$ cat config.mk
export PLATFORM = sky130hd
export DESIGN_NAME = fdcd_ctrl
export DESIGN_NICKNAME = d
export VERILOG_FILES = /design/src/hw/rtl/fdcd_pkg.sv /design/src/hw/rtl/fdcd_ctrl.sv
export SDC_FILE = /design/constraint.sdc
export NUM_CORES = 1
export LEC_CHECK = 0
export ABC_AREA = 1
export BUFFER_PORTS_ARGS = -buffer_cell sky130_fd_sc_hd__buf_2
export CAP_MARGIN = 30
export CELL_PAD_IN_SITES_DETAIL_PLACEMENT = 1
export CELL_PAD_IN_SITES_GLOBAL_PLACEMENT = 1
export CORE_AREA = 4 4 41 43
export CTS_CLUSTER_SIZE = 40
export DETAILED_ROUTE_END_ITERATION = 10
export DIE_AREA = 0 0 45 47
export HOLD_SLACK_MARGIN = 0.03
export MAX_ROUTING_LAYER = met4
export PLACE_DENSITY = 0.48
export SYNTH_ARGS = -nofsm -noshare
export SYNTH_HDL_FRONTEND = slang
export SYNTH_SLANG_ARGS = --single-unit
$ cat constraint.sdc
create_clock -name clock -period 1 [get_ports clock]
set_input_delay 0.1 -clock clock [delete_from_list [all_inputs] [get_ports clock]]
set_output_delay 0.1 -clock clock [all_outputs]
set_load 0.01 [all_outputs]
$ cat src/hw/rtl/fdcd_pkg.sv
// shared types and constants of the frame delta command decoder
package fdcd_pkg;

   localparam int unsigned BLOCK_WORDS   = 255;
   localparam int unsigned BANK_ROWS     = 64;
   localparam int unsigned ROW_W         = 6;
   localparam int unsigned FRAME_SIZE_W  = 25;
   localparam logic [24:0] FRAME_SIZE_RST = 25'd614400;

   localparam logic [1:0] KIND_WRITE = 2'd0;
   localparam logic [1:0] KIND_FILL  = 2'd1;
   localparam logic [1:0] KIND_END   = 2'd2;

   localparam logic [0:0] REG_FRAME_SIZE = 1'b0;

   typedef struct packed {
      logic capture;
      logic step;
      logic rd;
      logic emit;
   } ctl_cmd_type;

   typedef struct packed {
      logic step_emits;
      logic step_replay;
      logic rep_last;
      logic out_free;
   } ctl_status_type;

endpackage

$ cat src/hw/rtl/fdcd_ctrl.sv
// sequencer: byte capture, parse step and block replay
module fdcd_ctrl (
   input  logic                   clock,
   input  logic                   reset,
   input  logic                   req_tvalid,
   output logic                   req_tready,
   input  fdcd_pkg::ctl_status_type st,
   output fdcd_pkg::ctl_cmd_type    cmd
);
   import fdcd_pkg::*;

   localparam logic [1:0] S_IDLE = 2'd0;
   localparam logic [1:0] S_EXEC = 2'd1;
   localparam logic [1:0] S_READ = 2'd2;
   localparam logic [1:0] S_EMIT = 2'd3;

   logic [1:0] state_ff, state_in;

   always_comb begin
      state_in    = state_ff;
      cmd         = '0;
      req_tready  = 1'b0;
      unique case (state_ff)
         S_IDLE: begin
            req_tready = 1'b1;
            if (req_tvalid) begin
               cmd.capture = 1'b1;
               state_in    = S_EXEC;
            end
         end
         S_EXEC: begin
            if (!st.step_emits || st.out_free) begin
               cmd.step = 1'b1;
               state_in = st.step_replay ? S_READ : S_IDLE;
            end
         end
         S_READ: begin
            cmd.rd   = 1'b1;
            state_in = S_EMIT;
         end
         S_EMIT: begin
            if (st.out_free) begin
               cmd.emit = 1'b1;
               state_in = st.rep_last ? S_IDLE : S_READ;
            end
         end
         default: state_in = S_IDLE;
      endcase
   end

   always_ff @(posedge clock) begin
      if (reset) begin
         state_ff <= S_IDLE;
      end else begin
         state_ff <= state_in;
      end
   end

endmodule

== Yosys cells after proc, flatten, opt, wreduce, memory -nomap -nowiden ==
Index checks and enable logic that the tools add are counted.
Widths: inputs -> output; s select.

* Reductions and logical operators: 4
* Eq/ne operators: 6
* Multiplexer cells: 14

{| class="wikitable"
|+ Operator list
! kind !! count
|-
| $mux 2 || 5
|-
| $mux 1 || 8
|-
| $pmux 2 s4 || 1
|-
| $ne 2x2->1 const B || 3
|-
| $eq 2x2->1 const B || 2
|-
| $reduce_and 3->1 || 1
|-
| $eq 2x1->1 const B || 1
|-
| $logic_not 2->1 || 1
|-
| $logic_not 1->1 || 1
|-
| $logic_or 1x1->1 || 1
|}

* Logic and storage cells: 25
* Bits of input ports: 7
* Register bits after elaboration: 2
* Output and inout bits: 5

== Depth between registers and ports, before layout ==
Gate-level depths: netlist of the first run.

* Word-level depth: 4
* Mapped depth: 6

== Worst setup path after synthesis of the first run ==
OpenSTA, ideal clock, no wires.

* Path kind: flip-flop to output port
* From: register state_ff[0]
* To: output port cmd[2] (netlist name)
* Arrival time: 835 ps
* Stages on the path, launching flop included: 4
* Path slack: 65 ps
* Data required time: 900 ps
* Buffers on the path: 1
* Path through: dfxtp_1 -> buf_6 -> inv_1 -> a211oi_1

{| class="wikitable"
|+ RTL lines
! what !! RTL line !! RTL
|-
| start, declared || fdcd_ctrl.sv:17 || <nowiki>logic [1:0] state_ff, state_in;</nowiki>
|-
| start signal, assigned || fdcd_ctrl.sv:55 || <nowiki>state_ff <= state_in;</nowiki>
|-
| end, declared || fdcd_ctrl.sv:8 || <nowiki>output fdcd_pkg::ctl_cmd_type cmd</nowiki>
|}

==> results of run 1 <==
==> layout make-up <==
class / instances / area (um2)
clock buffer: 3 / 22.5
multi-input combinational: 18 / 135
fill: 173 / 936
timing repair buffer: 19 / 123
tap: 15 / 18.8
inverter: 5 / 18.8
sequential: 2 / 47.5
==> cell usage in the layout (no fill, tap or decap), types with 2 or more instances in the layout <==
master and n:
sky130_fd_sc_hd__nor2_1 2, sky130_fd_sc_hd__buf_6 2, sky130_fd_sc_hd__buf_4 6, sky130_fd_sc_hd__dfxtp_4 2
sky130_fd_sc_hd__nor2_2 2, sky130_fd_sc_hd__clkbuf_4 3, sky130_fd_sc_hd__nand2_1 2, sky130_fd_sc_hd__nand3_1 4
sky130_fd_sc_hd__buf_2 11, sky130_fd_sc_hd__inv_1 4
==> power groups by stage <==
stage / logic, W / clock network [W] / registers [W]
5_1_grt: 0.000175 / 0.000195 / 0.000101
4_1_cts: 0.000146 / 0.000181 / 0.000103
3_3_place_gp: 0.000113 / 0 / 0.000105
3_5_place_dp: 0.000116 / 0 / 0.000106
6_report: 0.000158 / 0.000179 / 0.0000993
2_1_floorplan: 0.0000860 / 0 / 0.0000908
==> metal layers <==
layer | track usage | wire length [um] | up-vias | part of all wire
li1 | - | - | 126 | -
met1 | 0.0747 | 243 | 115 | 0.35
met2 | 0.144 | 401 | 8 | 0.58
met3 | 0.0192 | 38 | 2 | 0.055
met4 | 0.0526 | 12 | 0 | 0.017
met5 | - | 0 | - | 0
==> critical path, cell delays in order, from the launching register on <==
cell	delay, ns
sky130_fd_sc_hd__dfxtp_4	0.35
sky130_fd_sc_hd__buf_4	0.15
sky130_fd_sc_hd__a211oi_2	0.12
sky130_fd_sc_hd__buf_2	0.15
==> worst max-delay path by stage <==
stage	end	slack (ns)	cells after the start
CTS	cmd[3]	-0.11	3
floorplan	cmd[2]	0.07	3
global placement	cmd[2]	-0.04	3
global route	cmd[3]	-0.16	3
detailed placement	cmd[2]	-0.07	3
finish	cmd[2]	-0.1	3
==> stage by stage <==
| stage | cell area (um2) | instances | power (W) | setup WS [ns] | TNS [ns] |
|---|---|---|---|---|---|
| after floorplan | 199 | 27 | 0.000177 | 0.0651 | 0 |
| after global placement | 273 | 54 | 0.000218 | -0.0428 | -0.108 |
| after detailed placement | 273 | 54 | 0.000222 | -0.0692 | -0.209 |
| after CTS | 350 | 61 | 0.000430 | -0.113 | -0.415 |
| after global routing | 365 | 62 | 0.000471 | -0.158 | -0.630 |
| final | 365 | 62 | 0.000437 | -0.0985 | -0.335 |
==> cells by family after synthesis <==
family / Yosys count / share of synthesized area
and+or+nand+nor: 15 / 0.459
AOI/OAI and AO/OA: 3 / 0.132
DFF: 2 / 0.201
buffers and inverters: 7 / 0.208
==> timing repair <==
action,CTS,global route
buffers inserted,4,1
pin swaps,3,2
cloned,0,0
setup endpoints to repair,6,7
gates resized for setup,9,2
==> implementation parameters, run 1 <==
Parameter                              Value

Pwr
  PD cells    between 1000 and 1500 mW/mm2
  Logic gate share of total power    0.362
  Peak supply drop    approximately 0.3 mV
  Internal power    0.000304 W
  Clock group share of total power    0.411
  Sw Share    0.305
  Leakage power summed over all cells    0.189 nW
  Power share of the sequential group    0.227
  Switching Power    0.000133 W

Floorplan
  Total core area    0.00130 mm2
  Die height    47 um
  Overall die width    45 um
  I/O pin total    12
  Initial cell density of the core    0.153
  Number of rows created at floorplan    13
  DIE AREA    0.00212 mm2

STA
  Number of endpoints failing setup at the final stage    6
  RSZ-0062 raised after global routing    true
  Max-slew violation count    0
  Maximum clock rate    910 MHz
  Hold Worst Slack    0.0433 ns
  Relative slew margins    0.885
  PnR worst setup slack    -0.0985 ns
  Final period util    1.10
  Transition at the pin with the smallest max-transition slack    0.172 ns
  Final critical path time including I/O delays and setup    1.10 ns
  Final count of hold timing violations    0
  Setup skew after layout    roughly 0.0019 ns

Drt
  Detailed-route wire length    695 um
  Via total after detailed routing    251
  Detail Route Antenna Nets    0
  DRC errors left    0
  Vias/cell    4.05
  Violation count after the first detailed-route iteration    0
  Post-DR wirelength/cell    roughly 11 um
  First drt pass iteration count    1

Min path
  Hold Path Stages    2
  Worst Hold Class    input pin to flip-flop
  Worst hold path endpoint    state_ff[1]$_SDFFE_PP0P_
  Worst hold start    reset

CTS
  Number of buffers added by the clock tree synthesis step    3
  Clock root cell    sky130_fd_sc_hd__clkbuf_4
  Clock sink total    2
  H-Tree Level Count    1
  Clock Path Buffers    2
  Clock latency of the later-clocked register in the worst-skew pair    0.22 ns
  Cts hold-fix bufs    0
  CTS tree    done
  Clock-pin slew reported for the worst setup and hold paths after clock tree synthesis    0.03 ns

GRT
  Number of antenna violations at the first check in global routing    0
  Overall global routing resource usage    0.0798
  Grt ovf    0
  Largest net degree at the start of global routing    7
  Global-route wire length before repair    about 1100 um
  Number of global-route vias before repair    293

Place
  Routability congestion estimate from global placement    0.751
  Quantity of I/O buffers inserted on ports    11
  Sum of net half-perimeters after detailed placement    477 um

Yosys
  Total of flip-flops plus latches after synthesis    2
  Most instantiated cells after synthesis    sky130_fd_sc_hd__inv_1, sky130_fd_sc_hd__nand3_1, sky130_fd_sc_hd__nand2_1
  Post-Syn Area    199 um2
  Cell with the most instances after synthesis    sky130_fd_sc_hd__inv_1
  Post-synth net total    34
  Sequential-to-total area share from yosys stat    0.201
  Per-instance average area after synthesis    7.37 um2
  Predominant post-synthesis flop cell    sky130_fd_sc_hd__dfxtp_1
  Total number of yosys warnings    0
  FFs w/ async S/R, synth    0
  Biggest area consumer among synthesized cells    sky130_fd_sc_hd__dfxtp_1
  Area fraction of the dominant cell type after synthesis    0.201
  Distinct cells, synth    14
  Cells taking the most area after synthesis    sky130_fd_sc_hd__dfxtp_1, sky130_fd_sc_hd__buf_6, sky130_fd_sc_hd__nand3_1
  EDFF count, synth    0
  Number of cells produced by synthesis    27

Setup path
  Worst Setup End Kind    output pin
  Crit path kind    flip-flop to output pin
  Flop2flop setup slack    -0.03 ns
  Setup crit start    state_ff[1]$_SDFFE_PP0P_
  Endpoint of the worst-slack reg-to-reg timing path    state_ff[0]$_SDFFE_PP0P_
  Critical path required time    0.90 ns
  Arrival time reported for the critical path endpoint    1.00 ns
  Logic depth of the worst register-to-register path    4
  Maximum fanout along the worst path    5
  CP startpoint kind    flip-flop
  Reg-to-Reg Start    state_ff[1]$_SDFFE_PP0P_

Job
  Max-cap check violation count    0

Layout
  Net count of the finished layout    56
  Fin util    0.281
  Reg with most FFs    state_ff
  Inserted Diodes    0
  Area growth syn-to-layout    83.6%
  Ratio of cells with drive above 1 in the final layout    0.723
  Max reg flops    2
  Top flop regs    state_ff x2

Status
  Run status    finished with violations
  Violated checks    negative setup slack
Note: power is estimated with default switching activity, not from simulation.
==> inputs of run 2 (changes only) <==
CTS_BUF_LIST = sky130_fd_sc_hd__clkbuf_4 sky130_fd_sc_hd__clkbuf_8   (was not set)
PLACE_DENSITY = 0.47   (was 0.48)
clock period = 1.2 ns   (was 1 ns; I/O delays follow)
==> implementation parameters, run 2 (same netlist as run 1, synthesis figures left out) <==
Parameter                              Value

Place
  Instance area after placement    258 um2
  Sum of net half-perimeters after detailed placement    420 um
  Pre-CTS worst setup slack    0.0962 ns
  Routability congestion estimate from global placement    0.746
  Quantity of I/O buffers inserted on ports    11

Drt
  Detail Route Antenna Nets    0
  First drt pass iteration count    2
  Post-DR wirelength/cell    9.39 um
  Detailed-route wire length    535 um
  Violation count after the first detailed-route iteration    1
  Via total after detailed routing    231
  Vias/cell    4.05
  DRC errors left    0

Min path
  Worst hold start    reset
  Worst hold path endpoint    state_ff[1]$_SDFFE_PP0P_
  Hold Path Stages    2
  Worst Hold Class    input pin to flip-flop

Status
  Run status    complete, no violations

Setup path
  CP startpoint kind    flip-flop
  Critical path required time    1.08 ns
  Crit path kind    flip-flop to output pin
  Flop2flop setup slack    0.18 ns
  Largest incremental delay on the critical path    about 0.33 ns
  Standard cell with the maximum stage delay on the critical path    sky130_fd_sc_hd__dfxtp_2
  Logic depth of the worst register-to-register path    4
  Maximum fanout along the worst path    5
  Worst path cell trace    buf_4 -> nor3b_2 -> buf_2
  Reg-to-Reg Start    state_ff[0]$_SDFFE_PP0P_
  Arrival time reported for the critical path endpoint    1.01 ns
  Worst Setup End Kind    output pin
  Endpoint of the worst-slack reg-to-reg timing path    state_ff[0]$_SDFFE_PP0P_

STA
  Maximum clock rate    884 MHz
  Transition at the pin with the smallest max-transition slack    0.166 ns
  Final count of hold timing violations    0
  Setup skew after layout    0.00301 ns
  Hold Worst Slack    0.0655 ns
  Final period util    0.943
  TNS Setup    0 ns
  PnR worst setup slack    between 0.06 and 0.07 ns
  Relative slew margins    0.889
  Final critical path time including I/O delays and setup    1.13 ns
  Max-slew violation count    0
  Number of endpoints failing setup at the final stage    0

Layout
  Reg with most FFs    state_ff
  Area growth syn-to-layout    62.3%
  Combined flip-flop and latch cell area    45.0 um2
  Most frequent cells in the layout    sky130_fd_sc_hd__buf_2, sky130_fd_sc_hd__inv_1, sky130_fd_sc_hd__nand3_1
  Area of combinational cells with multiple inputs    128 um2
  Fillers    173
  Max reg flops    2
  Final instance area    323 um2
  Most common cell after layout, fill and taps aside    sky130_fd_sc_hd__buf_2
  Inserted Diodes    0
  Net count of the finished layout    51
  Top flop regs    state_ff x2
  Ratio of cells with drive above 1 in the final layout    0.619

Pwr
  PD cells    1030 mW/mm2
  Peak supply drop    0.298 mV
  Leakage power summed over all cells    between 0.15 and 0.2 nW

GRT
  Global-route wire length before repair    roughly 820 um
  Number of antenna violations at the first check in global routing    0
  Largest net degree at the start of global routing    10
  Grt ovf    0
  Number of global-route vias before repair    220
  Overall global routing resource usage    0.0579

Floorplan
  Initial cell density of the core    0.153
  Die height    47 um
  Total core area    0.00130 mm2
  DIE AREA    between 0.002 and 0.0025 mm2
  I/O pin total    12
  Overall die width    45 um
  Number of rows created at floorplan    13

CTS
  Clock-pin slew reported for the worst setup and hold paths after clock tree synthesis    0.03 ns
  H-Tree Level Count    1
  Clock Path Buffers    2
  Clock latency of the later-clocked register in the worst-skew pair    ~0.22 ns
  CTS tree    done
  Number of buffers added by the clock tree synthesis step    3
  Clock sink total    2
  Clock root cell    sky130_fd_sc_hd__clkbuf_4

Job
  Max-cap check violation count    0
run 2: routing by layer:
| layer | global-route usage | routed length (um) | vias up | share of wire |
|---|---|---|---|---|
| met1 | 0.0612 | 236 | 106 | 0.44 |
| met2 | 0.0791 | 256 | 9 | 0.48 |
| met3 | 0.0153 | 42 | 0 | 0.079 |
| met4 | 0.0702 | 0 | 0 | 0 |
| li1 | - | - | 116 | - |
| met5 | - | 0 | - | 0 |
run 2: how the worst max path moves through the flow:
stage / start / end / slack (ns) / cells past startpoint
floorplan: state_ff[0]$_SDFFE_PP0P_ / cmd[2] / 0.25 / 3
global placement: state_ff[1]$_SDFFE_PP0P_ / cmd[0] / 0.12 / 3
detailed placement: state_ff[1]$_SDFFE_PP0P_ / cmd[0] / 0.1 / 3
CTS: state_ff[0]$_SDFFE_PP0P_ / cmd[3] / 0.009 / 3
global route: state_ff[1]$_SDFFE_PP0P_ / cmd[0] / -0.001 / 3
finish: state_ff[0]$_SDFFE_PP0P_ / cmd[3] / 0.07 / 3
run 2: what timing repair did:
item	CTS	global route
pin swaps	0	0
hold buffers	0	0
setup buffers	0	2
endpoints found under the setup margin	4	3
gates resized for setup	3	2
run 2: where the power goes:
group | switching (W) | total [W] | internal, W
registers | 0.0000115 | 0.0000845 | 0.0000730
clock network | 0.0000350 | 0.000145 | 0.000110
logic | 0.0000505 | 0.000104 | 0.0000536
run 2: area by class of cell:
cell class | count | share of cell area
well taps | 15 | 0.0581
multi-input cells | 18 | 0.395
repair buffers | 14 | 0.279
clock buffers | 3 | 0.0698
flip-flops and latches | 2 | 0.140
inverters | 5 | 0.0581
run 2: worst max-delay path, delay by kind of cell, from the launching register on:
kind	cells	cell delay, ns
buffers and inverters	2	0.30
DFF	1	0.33
and+or+nand+nor	1	0.16
run 2: through the flow:
step	std cells	util	power (W)
floorplan	27	-	0.000147
finish	57	0.248	0.000334
CTS	55	0.219	0.000325
global placement	52	0.198	0.000174
global route	57	0.248	0.000366
detailed placement	52	0.198	0.000175
